[config.mk]
export PLATFORM = sky130hd
export DESIGN_NAME = periodic_task_release_scheduler_top
export DESIGN_NICKNAME = d
export VERILOG_FILES = /design/src/design/ptrs_pkg.sv /design/src/design/periodic_task_release_scheduler_top.sv /design/src/design/ptrs_ctrl.sv /design/src/design/ptrs_datapath.sv
export VERILOG_INCLUDE_DIRS = /design/src /design/src/design
export SDC_FILE = /design/constraint.sdc
export NUM_CORES = 2
export LEC_CHECK = 0
export BUFFER_PORTS_ARGS = -buffer_cell sky130_fd_sc_hd__buf_2
export CAP_MARGIN = 20
export CELL_PAD_IN_SITES_DETAIL_PLACEMENT = 1
export CELL_PAD_IN_SITES_GLOBAL_PLACEMENT = 2
export CORE_AREA = 2 2 322 324
export CTS_CLUSTER_SIZE = 14
export DETAILED_ROUTE_END_ITERATION = 10
export DIE_AREA = 0 0 324 326
export PLACE_DENSITY_LB_ADDON = 0.1
export SYNTH_ARGS = -nofsm -noshare
export SYNTH_HDL_FRONTEND = slang
export SYNTH_SLANG_ARGS = --single-unit
[constraint.sdc]
create_clock -name clk -period 12.7 [get_ports clk]
set_input_delay 1.905 -clock clk [delete_from_list [all_inputs] [get_ports clk]]
set_output_delay 1.905 -clock clk [all_outputs]
set_load 0.02 [all_outputs]
[src/design/assert_macros.svh]
// Assertion macros used by the scheduler datapath
`ifndef ASSERT_MACROS_SVH
`define ASSERT_MACROS_SVH
`ifndef SYNTHESIS
// Property that must hold at every clock edge out of reset
`define CHK_ALWAYS(label, clk, rst_n, prop, msg) \
    label: assert property (@(posedge clk) disable iff (!rst_n) (prop)) else $error(msg);
// Antecedent must be followed in the same cycle by the consequent
`define CHK_IMPLY(label, clk, rst_n, ante, cons, msg) \
    label: assert property (@(posedge clk) disable iff (!rst_n) (ante) |-> (cons)) \
        else $error(msg);
`else
`define CHK_ALWAYS(label, clk, rst_n, prop, msg)
`define CHK_IMPLY(label, clk, rst_n, ante, cons, msg)
`endif
`endif

[src/design/ptrs_pkg.sv]
// Shared codes and controller/datapath interface types for the task scheduler
`default_nettype none
package ptrs_pkg;

    localparam logic [1:0] KIND_ADD_OK  = 2'd0;
    localparam logic [1:0] KIND_ADD_REJ = 2'd1;
    localparam logic [1:0] KIND_DUE     = 2'd2;
    localparam logic [1:0] KIND_NONE    = 2'd3;

    localparam int MAX_RESULTS = 16;
    localparam int NW          = $clog2(MAX_RESULTS + 1);

    typedef struct packed {
        logic tick_start;
        logic add_exec;
        logic rd_issue;
        logic eval_latch;
        logic commit;
        logic advance;
        logic finish;
    } ctrl_cmd_t;

    typedef struct packed {
        logic table_empty;
        logic hit;
        logic more;
        logic pend_blocked;
        logic out_free;
    } dp_status_t;

endpackage
`default_nettype wire

[src/design/periodic_task_release_scheduler_top.sv]
// Top level of the periodic task release scheduler
//
// Input channel (item_valid/item_ready): one word per command. cmd 0 adds a
// task with the given period and priority_req; cmd 1 advances the tick
// counter by one and dispatches each task whose release time has come, at
// most MAX_RESULTS per tick. Output channel (result_valid/result_ready):
// words of kind, task_slot, tick_now and last; last marks the final word
// caused by one command. An add's word moves from the pending register to
// the output register in the closing step, once the output is free. A tick
// walks every priority level and, within it, every used slot through one
// read port of the task table: a read and an evaluation step per slot per
// level, an update step per due task and a closing step. Due words leave
// one step behind the scan, so the last one can be flagged.
// A new command is taken only once the previous one has finished; the
// output register frees the scan from waiting on the receiver, but a stalled
// receiver holds the scan at the next due task until its word is taken.
// Reset clears the tick counter and empties the table; table contents are
// not cleared, since only slots that have been added are ever read.
`default_nettype none
module periodic_task_release_scheduler_top
    import ptrs_pkg::*;
#(
    parameter int TASK_SLOTS   = 16,
    parameter int LOWEST_LEVEL = 3
)
(
    input  wire logic        clk,
    input  wire logic        rst_n,
    input  wire logic        item_valid,
    output logic             item_ready,
    input  wire logic        cmd,
    input  wire logic [31:0] period,
    input  wire logic [7:0]  priority_req,
    output logic             result_valid,
    input  wire logic        result_ready,
    output logic [1:0]       kind,
    output logic [3:0]       task_slot,
    output logic [31:0]      tick_now,
    output logic             last
);

    ctrl_cmd_t  cmds;
    dp_status_t status;

    // sequence adds, scan steps and the closing word
    ptrs_ctrl u_ctrl (
        .clk        (clk),
        .rst_n      (rst_n),
        .item_valid (item_valid),
        .item_ready (item_ready),
        .cmd        (cmd),
        .status     (status),
        .cmds       (cmds)
    );

    // hold the table, the tick counter and the output word
    ptrs_datapath #(
        .TASK_SLOTS   (TASK_SLOTS),
        .LOWEST_LEVEL (LOWEST_LEVEL)
    ) u_datapath (
        .clk          (clk),
        .rst_n        (rst_n),
        .period       (period),
        .priority_req (priority_req),
        .cmds         (cmds),
        .status       (status),
        .result_valid (result_valid),
        .result_ready (result_ready),
        .kind         (kind),
        .task_slot    (task_slot),
        .tick_now     (tick_now),
        .last         (last)
    );

endmodule
`default_nettype wire

[src/design/ptrs_ctrl.sv]
// Sequencing state machine for the task scheduler
`default_nettype none
module ptrs_ctrl
    import ptrs_pkg::*;
(
    input  wire logic       clk,
    input  wire logic       rst_n,
    input  wire logic       item_valid,
    output logic            item_ready,
    input  wire logic       cmd,
    input  wire dp_status_t status,
    output ctrl_cmd_t       cmds
);

    localparam logic [2:0] ST_IDLE = 3'd0;
    localparam logic [2:0] ST_READ = 3'd1;
    localparam logic [2:0] ST_EVAL = 3'd2;
    localparam logic [2:0] ST_UPD  = 3'd3;
    localparam logic [2:0] ST_DONE = 3'd4;

    logic [2:0] state_reg;
    logic [2:0] state_next;

    assign item_ready = (state_reg == ST_IDLE);

    always_comb
    begin
        cmds       = '0;
        state_next = state_reg;
        case (state_reg)
            ST_IDLE:
            begin
                if (item_valid)
                begin
                    if (cmd)
                    begin
                        cmds.tick_start = 1'b1;
                        state_next      = status.table_empty ? ST_DONE : ST_READ;
                    end
                    else
                    begin
                        cmds.add_exec = 1'b1;
                        state_next    = ST_DONE;
                    end
                end
            end
            ST_READ:
            begin
                cmds.rd_issue = 1'b1;
                state_next    = ST_EVAL;
            end
            ST_EVAL:
            begin
                if (status.hit)
                begin
                    cmds.eval_latch = 1'b1;
                    state_next      = ST_UPD;
                end
                else
                begin
                    cmds.advance = 1'b1;
                    state_next   = status.more ? ST_READ : ST_DONE;
                end
            end
            ST_UPD:
            begin
                // hold until the previous due word can move to the output
                if (!status.pend_blocked)
                begin
                    cmds.commit  = 1'b1;
                    cmds.advance = 1'b1;
                    state_next   = status.more ? ST_READ : ST_DONE;
                end
            end
            ST_DONE:
            begin
                if (status.out_free)
                begin
                    cmds.finish = 1'b1;
                    state_next  = ST_IDLE;
                end
            end
            default:
            begin
                state_next = ST_IDLE;
            end
        endcase
    end

    always_ff @(posedge clk or negedge rst_n)
    begin
        if (!rst_n)
        begin
            state_reg <= ST_IDLE;
        end
        else
        begin
            state_reg <= state_next;
        end
    end

endmodule
`default_nettype wire

[src/design/ptrs_datapath.sv]
// Task table memory, tick counter, scan pointers and output register
`default_nettype none
`include "assert_macros.svh"
module ptrs_datapath
    import ptrs_pkg::*;
#(
    parameter int TASK_SLOTS   = 16,
    parameter int LOWEST_LEVEL = 3
)
(
    input  wire logic        clk,
    input  wire logic        rst_n,
    input  wire logic [31:0] period,
    input  wire logic [7:0]  priority_req,
    input  wire ctrl_cmd_t   cmds,
    output dp_status_t       status,
    output logic             result_valid,
    input  wire logic        result_ready,
    output logic [1:0]       kind,
    output logic [3:0]       task_slot,
    output logic [31:0]      tick_now,
    output logic             last
);

    localparam int SW = (TASK_SLOTS > 1) ? $clog2(TASK_SLOTS) : 1;
    localparam int LW = (LOWEST_LEVEL > 0) ? $clog2(LOWEST_LEVEL + 1) : 1;
    localparam int MW = LW + 64;

    // word layout: level | period | release
    logic [MW-1:0] slot_mem [TASK_SLOTS];
    logic [MW-1:0] rd_word_reg;

    logic [31:0]   tick_reg;
    logic [SW:0]   total_reg;
    logic [SW-1:0] slot_reg;
    logic [LW-1:0] lvl_reg;
    logic [NW-1:0] n_reg;
    logic [31:0]   new_rel_reg;
    logic          pend_valid_reg;
    logic [1:0]    pend_kind_reg;
    logic [SW-1:0] pend_slot_reg;

    logic          result_valid_reg;
    logic [1:0]    kind_reg;
    logic [SW-1:0] slot_out_reg;
    logic [31:0]   tick_now_reg;
    logic          last_reg;

    logic [LW-1:0] rd_level;
    logic [31:0]   rd_period;
    logic [31:0]   rd_release;
    logic [31:0]   due_diff;
    logic [31:0]   rel_diff;
    logic [31:0]   rel_fix;
    logic [31:0]   rel_write;
    logic [LW-1:0] prio_clamped;
    logic          add_ok;
    logic [SW:0]   slot_inc;
    logic          more_slots;
    logic          more_levels;
    logic          out_free;
    logic          load_mid;
    logic          mem_we;
    logic [SW-1:0] mem_waddr;
    logic [MW-1:0] mem_wdata;
    logic [SW+3:0] slot_wide;

    assign rd_level   = rd_word_reg[MW-1:64];
    assign rd_period  = rd_word_reg[63:32];
    assign rd_release = rd_word_reg[31:0];

    assign due_diff  = tick_reg - rd_release;
    assign rel_diff  = tick_reg - new_rel_reg;
    assign rel_fix   = tick_reg + rd_period;
    // still overdue after one period: reschedule from now
    assign rel_write = rel_diff[31] ? new_rel_reg : rel_fix;

    assign prio_clamped = (priority_req > 8'(LOWEST_LEVEL)) ? LW'(LOWEST_LEVEL)
                                                           : priority_req[LW-1:0];
    assign add_ok = (total_reg != (SW+1)'(TASK_SLOTS)) && (period != 32'd0);

    assign slot_inc    = {1'b0, slot_reg} + 1'b1;
    assign more_slots  = slot_inc < total_reg;
    assign more_levels = lvl_reg != LW'(LOWEST_LEVEL);

    assign out_free = !result_valid_reg || result_ready;
    assign load_mid = cmds.commit && pend_valid_reg;

    always_comb
    begin
        status.table_empty  = (total_reg == '0);
        status.hit          = (rd_level == lvl_reg) && !due_diff[31]
                              && (n_reg < NW'(MAX_RESULTS));
        status.more         = more_slots || more_levels;
        status.pend_blocked = pend_valid_reg && !out_free;
        status.out_free     = out_free;
    end

    always_comb
    begin
        mem_we    = 1'b0;
        mem_waddr = slot_reg;
        mem_wdata = {rd_level, rd_period, rel_write};
        if (cmds.add_exec && add_ok)
        begin
            mem_we    = 1'b1;
            mem_waddr = total_reg[SW-1:0];
            mem_wdata = {prio_clamped, period, tick_reg + period};
        end
        else if (cmds.commit)
        begin
            mem_we = 1'b1;
        end
    end

    always_ff @(posedge clk)
    begin
        if (mem_we)
        begin
            slot_mem[mem_waddr] <= mem_wdata;
        end
        if (cmds.rd_issue)
        begin
            rd_word_reg <= slot_mem[slot_reg];
        end
        if (cmds.eval_latch)
        begin
            new_rel_reg <= rd_release + rd_period;
        end
    end

    always_ff @(posedge clk or negedge rst_n)
    begin
        if (!rst_n)
        begin
            tick_reg       <= '0;
            total_reg      <= '0;
            slot_reg       <= '0;
            lvl_reg        <= '0;
            n_reg          <= '0;
            pend_valid_reg <= 1'b0;
            pend_kind_reg  <= KIND_NONE;
            pend_slot_reg  <= '0;
        end
        else
        begin
            if (cmds.tick_start)
            begin
                tick_reg       <= tick_reg + 32'd1;
                slot_reg       <= '0;
                lvl_reg        <= '0;
                n_reg          <= '0;
                pend_valid_reg <= 1'b0;
            end
            if (cmds.add_exec)
            begin
                pend_valid_reg <= 1'b1;
                if (add_ok)
                begin
                    pend_kind_reg <= KIND_ADD_OK;
                    pend_slot_reg <= total_reg[SW-1:0];
                    total_reg     <= total_reg + 1'b1;
                end
                else
                begin
                    pend_kind_reg <= KIND_ADD_REJ;
                    pend_slot_reg <= '0;
                end
            end
            if (cmds.commit)
            begin
                pend_valid_reg <= 1'b1;
                pend_kind_reg  <= KIND_DUE;
                pend_slot_reg  <= slot_reg;
                n_reg          <= n_reg + 1'b1;
            end
            if (cmds.advance)
            begin
                if (more_slots)
                begin
                    slot_reg <= slot_inc[SW-1:0];
                end
                else
                begin
                    slot_reg <= '0;
                    lvl_reg  <= lvl_reg + 1'b1;
                end
            end
            if (cmds.finish)
            begin
                pend_valid_reg <= 1'b0;
            end
        end
    end

    // output word register
    always_ff @(posedge clk or negedge rst_n)
    begin
        if (!rst_n)
        begin
            result_valid_reg <= 1'b0;
        end
        else if (load_mid || cmds.finish)
        begin
            result_valid_reg <= 1'b1;
        end
        else if (result_ready)
        begin
            result_valid_reg <= 1'b0;
        end
    end

    always_ff @(posedge clk)
    begin
        if (load_mid)
        begin
            kind_reg     <= pend_kind_reg;
            slot_out_reg <= pend_slot_reg;
            tick_now_reg <= tick_reg;
            last_reg     <= 1'b0;
        end
        else if (cmds.finish)
        begin
            kind_reg     <= pend_valid_reg ? pend_kind_reg : KIND_NONE;
            slot_out_reg <= pend_valid_reg ? pend_slot_reg : '0;
            tick_now_reg <= tick_reg;
            last_reg     <= 1'b1;
        end
    end

    assign slot_wide    = {4'b0000, slot_out_reg};
    assign result_valid = result_valid_reg;
    assign kind         = kind_reg;
    assign task_slot    = slot_wide[3:0];
    assign tick_now     = tick_now_reg;
    assign last         = last_reg;

    `CHK_ALWAYS(a_total_bound, clk, rst_n, total_reg <= (SW+1)'(TASK_SLOTS), "table count overflow")
    `CHK_ALWAYS(a_count_bound, clk, rst_n, n_reg <= NW'(MAX_RESULTS), "result count overflow")
    `CHK_IMPLY(a_no_overwrite, clk, rst_n, (load_mid || cmds.finish) && result_valid_reg, result_ready, "output word overwritten")
    `CHK_IMPLY(a_commit_hit, clk, rst_n, cmds.commit, n_reg < NW'(MAX_RESULTS), "due word beyond result limit")

endmodule
`default_nettype wire
Word level (Yosys, flattened, before mapping)
Memories as Yosys holds them, arrays and structs flattened. A register that Yosys moved wholly into a read port is not among the register bits. Index checks and enable logic that the tools add are counted.

$lt $le $gt $ge: 3. Reductions and logical operators: 23. Add/subtract/negate cells: 10. Equal/unequal tests: 10. Muxes and demuxes: 57.

Operators by type and width (count): $add A32 B32 Y32 (3); $mux W32 (3); $mux W66 (1); $sub A32 B32 Y32 (2); $mux W4 (10); $add A32 B1 Y32 const B (1); $reduce_bool A32 Y1 (1); $mux W2 (12); $mux W3 (7); $mux W1 (20); $pmux W3 S5 (1); $add A5 B1 Y5 const B (2); $mux W5 (2); $reduce_bool A2 Y1 (5); $gt A8 B2 Y1 const B (1); $eq A3 B2 Y1 const B (2); $logic_and A1 B1 Y1 (6); $ne A2 B2 Y1 const B (3); $add A4 B1 Y5 const B (1); $logic_not A5 Y1 (1); $lt A5 B5 Y1 (1); $lt A5 B5 Y1 const B (1); $ne A5 B5 Y1 const B (1); $reduce_bool A4 Y1 (1); other kinds (11) (15).

RAM bits: 1056. Bits in registers: 130. Logic and storage cells: 119. Input port bits: 45. Memories kept: 1. Output and inout port bits: 41.

Memory list: u_datapath.slot_mem (depth 16, bits a word 66, rd ports 1, clocked after memory_dff 1, write ports 1, line ptrs_datapath.sv:30) `logic [MW-1:0] slot_mem [TASK_SLOTS];`.

Depth between registers and ports, before layout
Depth in word-level cells: 10. Gate-level depth with buffers: 14.

Modules after synthesis
A second synthesis with hierarchy kept.

Cell total of the unflattened synthesis: 2981. Area, all modules: 53622.7 um^2.

Modules (own cells, without submodules): ptrs_datapath (times used 1, sequential area each 37218.2 um^2, cells an instance 2950, area an instance 53371.2 um^2); ptrs_ctrl (times used 1, sequential area each 75.1 um^2, cells an instance 31, area an instance 251.5 um^2).

Least setup slack after synthesis
No wires, ideal clock.

Kind: input-to-reg. Start: in item_valid. End: mem u_datapath.slot_mem[0][0] (netlist name) (enable). Arrival: 5965 ps. Buffers on the path: 2. Stages on the path: 7. Library setup time: 490 ps. Slack: 6244 ps. Path through: nand2b_4 > nor4_1 > o221a_2 > clkbuf_1 > clkbuf_1 > a21oi_1 > nor2_1.

Word-level cells in the longest chain between the ends: 6. Elaborated cells on any way between the ends: 7. Those cells by class: 6 x mux; 1 x reduce/logical.

RTL lines: from (decl) (line periodic_task_release_scheduler_top.sv:29) `input wire logic item_valid,`; $mux W2 (*) (line ptrs_ctrl.sv:33) `if (item_valid)`; $mux W2 (*) (line ptrs_ctrl.sv:30) `case (state_reg)`; $logic_and A1 B1 Y1 (*) (line ptrs_datapath.sv:104) `if (cmds.add_exec && add_ok)`; $mux W1 (line ptrs_datapath.sv:104); $mux W1 (line ptrs_datapath.sv:118) `if (mem_we)`; $mux W1 (not written as such) (line ptrs_datapath.sv:120) `slot_mem[mem_waddr] <= mem_wdata;`; to (decl) (line ptrs_datapath.sv:30).

Mark *: on every way between the ends. The rest lies on a longest branch, timed or not.

Worst setup path in the final report
Start: in period[12]. End: mem u_datapath.slot_mem[12][37] (netlist name) (enable).

Word-level cells in the longest chain between the ends: 6. Elaborated cells on any way between the ends: 7. Those cells by class: 4 x mux; 3 x reduce/logical.

RTL lines: from (decl) (line periodic_task_release_scheduler_top.sv:32) `input wire logic [31:0] period,`; $reduce_bool A32 Y1 (*) (line ptrs_datapath.sv:80) `assign add_ok = (total_reg != (SW+1)'(TASK_SLOTS)) && (period != 32'd0);`; $logic_and A1 B1 Y1 (*) (line ptrs_datapath.sv:80); $logic_and A1 B1 Y1 (*) (line ptrs_datapath.sv:104); $mux W1 (line ptrs_datapath.sv:104); $mux W1 (line ptrs_datapath.sv:118); $mux W1 (not written as such) (line ptrs_datapath.sv:120).

Marks and branches as above.

==> metrics <==
outcome finished clean; Cell Area, Placed 56100 um2; start-to-end type of the worst setup path primary input to flip-flop; die area 106000 um2; Worst-Margin Slew 1180 ps; worst slack at placement 6250 ps; input/output buffers 85; sequential area share after synthesis 0.694; most frequent cells in the layout 1192 x edfxtp_1, 330 x mux4_2, 209 x nand2_1; vias in the first global route 30900; Max Freq 0.172 GHz; Hold-fix buffers, CTS 0; delay-heaviest family, CP simple AND/OR/NAND/NOR gates; Post-CTS Resized 0; required time of the critical path 13060 ps; Core ar. 103000 um2; root buf cell clkbuf_16; Arrival @ worst endpoint 6170 ps; Area Overhead vs Synth 12.1%; Max transition margin 0.217; Final Hold Fails 0; CP max FO 42; RePlAce Congestion 0.853; Post-Syn Area 53700 um2; Seq pwr share 0.434; routing usage on met2 0.429; pwr dens 232 nW/um2; Logic pwr share 0.307; post-route cell area 60200 um2; drt pass-1 iters 5; Residual DRC 0; Synth area leaders edfxtp_1 67%, mux4_2 14%, ha_1 3.8%, dfrtp_1 2.7%, nand2_1 1.5%; H-tree levels 4; total track usage 0.281; DP Wirelength 90300 um; cells on worst reg2reg path 11; Post-synth EDFFs 1192; Detailed Route WL 146000 um; Sw Ratio 0.328; post-DR vias/cell 6.33; Hold Crit Start u_datapath.pend_kind_reg[1]$_DFFE_PN1P_; final setup fails 0; final net count 3380; Yosys reg bits 1252; Tot Pwr 14.0 mW; starting density of the core 0.524; Final TNS setup 0 ps; commonest non-fill, non-tap cell in the layout edfxtp_1; WP buf/inv 2; DRT iter0 DRCs 3085; placed cell count 4397; CTS clk-pin slew, worst paths 60 ps; largest net degree at the start of global routing 136; CTS Buf Count 132; Int Pwr 9.39 mW; Worst VDD drop 156 uV; first-pass GRT wire length 212000 um; clock share of power 0.259; number of I/O pins 86; Worst Slack Setup Final 6900 ps; Rows 118; Core Util, Final 0.587; Gate Count Post-Synth 2987; TritonCTS clock tree yes; synth warn 0; flip-flop count of the largest register after layout 1056; max cap viols 0; Clock Latency Late Sink 750 ps; fin crit share 0.457; Startpoint Class primary input; Horiz. Die Dim 324 um; Most Crowded Layer GR met2; CP Capture Type flip-flop; Hold EP u_datapath.pend_kind_reg[1]$_DFFE_PN1P_; post-CTS setup buffers 0; Max Root-Sink Buffers 3; die height 326 um; worst-path cell chain buf_2, nor4_1, nand4_1, o221ai_4, a31oi_1, nor2_4, buf_4; min cycle time layout 5800 ps; Synth top area share 0.666; unrepaired setup endpoints after global routing no; synthesized area per cell 18.0 um2; Reg2Reg Setup Slack 7440 ps; # clock sinks 1252; grt met1 use 0.409; Critical R2R Launch u_datapath.tick_reg[2]$_DFFE_PN0P_; Hold/Removal Path Class flip-flop to flip-flop; fin cells 4644; Post-synth ARST share 0.0471; library cells used by synthesis 80; met3 Use GR 0.0720; worst flop-to-flop path endpoint u_datapath.slot_mem[13][10]$_DFFE_PP_; share of cells above drive strength 1 0.216; total stage count of the critical path 7; clk_skew 34.1 ps; syn_nets 3198; critical path's slowest cell nor2_4; drt wl/cell 31.3 um; Hold Crit Depth 2; global route total overflow 0; Psw 4.58 mW; antenna violations before repair 8; leakage power 20.8 nW; dominant cell type by area after synthesis edfxtp_1; Min Hold Slack 468 ps; top_reg_cell synth edfxtp_1; Routed Antenna Nets 0; DR vias 29400; Crit path largest cell delay 970 ps; final slew viol count 0
[power groups by stage]
stage / registers [mW] / logic, mW / clock network [mW]
finish: 6.07 / 4.29 / 3.62
global route: 6.10 / 4.67 / 3.81
CTS: 6.07 / 4.25 / 3.67
detailed placement: 6.15 / 4.23 / 0
global placement: 6.12 / 4.05 / 0
floorplan: 5.91 / 2.96 / 0
[cell usage after synthesis, drive strengths merged, types with 24 or more instances]
| library cell | instances |
|---|---|
| edfxtp | 1192 |
| nor2 | 109 |
| buf | 27 |
| a21oi | 103 |
| xnor2 | 83 |
| o21ai | 89 |
| nand3 | 31 |
| inv | 101 |
| a21o | 57 |
| mux4 | 330 |
| nor3 | 25 |
| nand4 | 24 |
| ha | 163 |
| clkbuf | 82 |
| xor2 | 44 |
| nand2 | 209 |
| dfrtp | 57 |
[layer usage]
metal / up-vias / wire, um
li1: 12400 / -
met1: 15600 / 61800
met2: 1197 / 67500
met3: 219 / 12800
met4: 12 / 3220
met5: - / 133
[worst max-delay path by stage]
stage	startpoint	to	slack, ps
2_1_floorplan	item_valid	u_datapath.slot_mem[0][0]$_DFFE_PP_	6240
3_3_place_gp	period[24]	u_datapath.slot_mem[12][37]$_DFFE_PP_	6270
3_5_place_dp	period[24]	u_datapath.slot_mem[14][37]$_DFFE_PP_	6250
4_1_cts	period[24]	u_datapath.slot_mem[14][2]$_DFFE_PP_	7030
5_1_grt	period[12]	u_datapath.slot_mem[12][40]$_DFFE_PP_	6850
6_report	period[12]	u_datapath.slot_mem[12][37]$_DFFE_PP_	6900
[layout make-up]
type	count	area, um2
clock buffer	164	3440
inverter	102	388
fill	8968	42400
multi-input combinational	1524	15800
antenna	3	7.51
sequential	1252	37300
tap	1380	1730
timing repair buffer	157	1010
clock inverter	62	554
[worst reg2reg max path: cells and delay by family (launching register included)]
family / cells / cell delay, ps
flops: 1 / 640
compound gates: 8 / 3270
buf+inv: 1 / 530
xor+xnor: 1 / 140
fa+ha+maj: 1 / 340
[kinds of logic after synthesis]
kind of cell | Yosys count | synth area share
buffers and inverters | 211 | 0.0151
AO/OA/AOI/OAI | 380 | 0.0453
AND/OR/NAND/NOR | 499 | 0.0434
XOR/XNOR | 127 | 0.0207
adder cells (fa/ha/maj) | 166 | 0.0391
flip-flops | 1252 | 0.694
multiplexers | 352 | 0.142
Power figures use the tool's default switching activity.
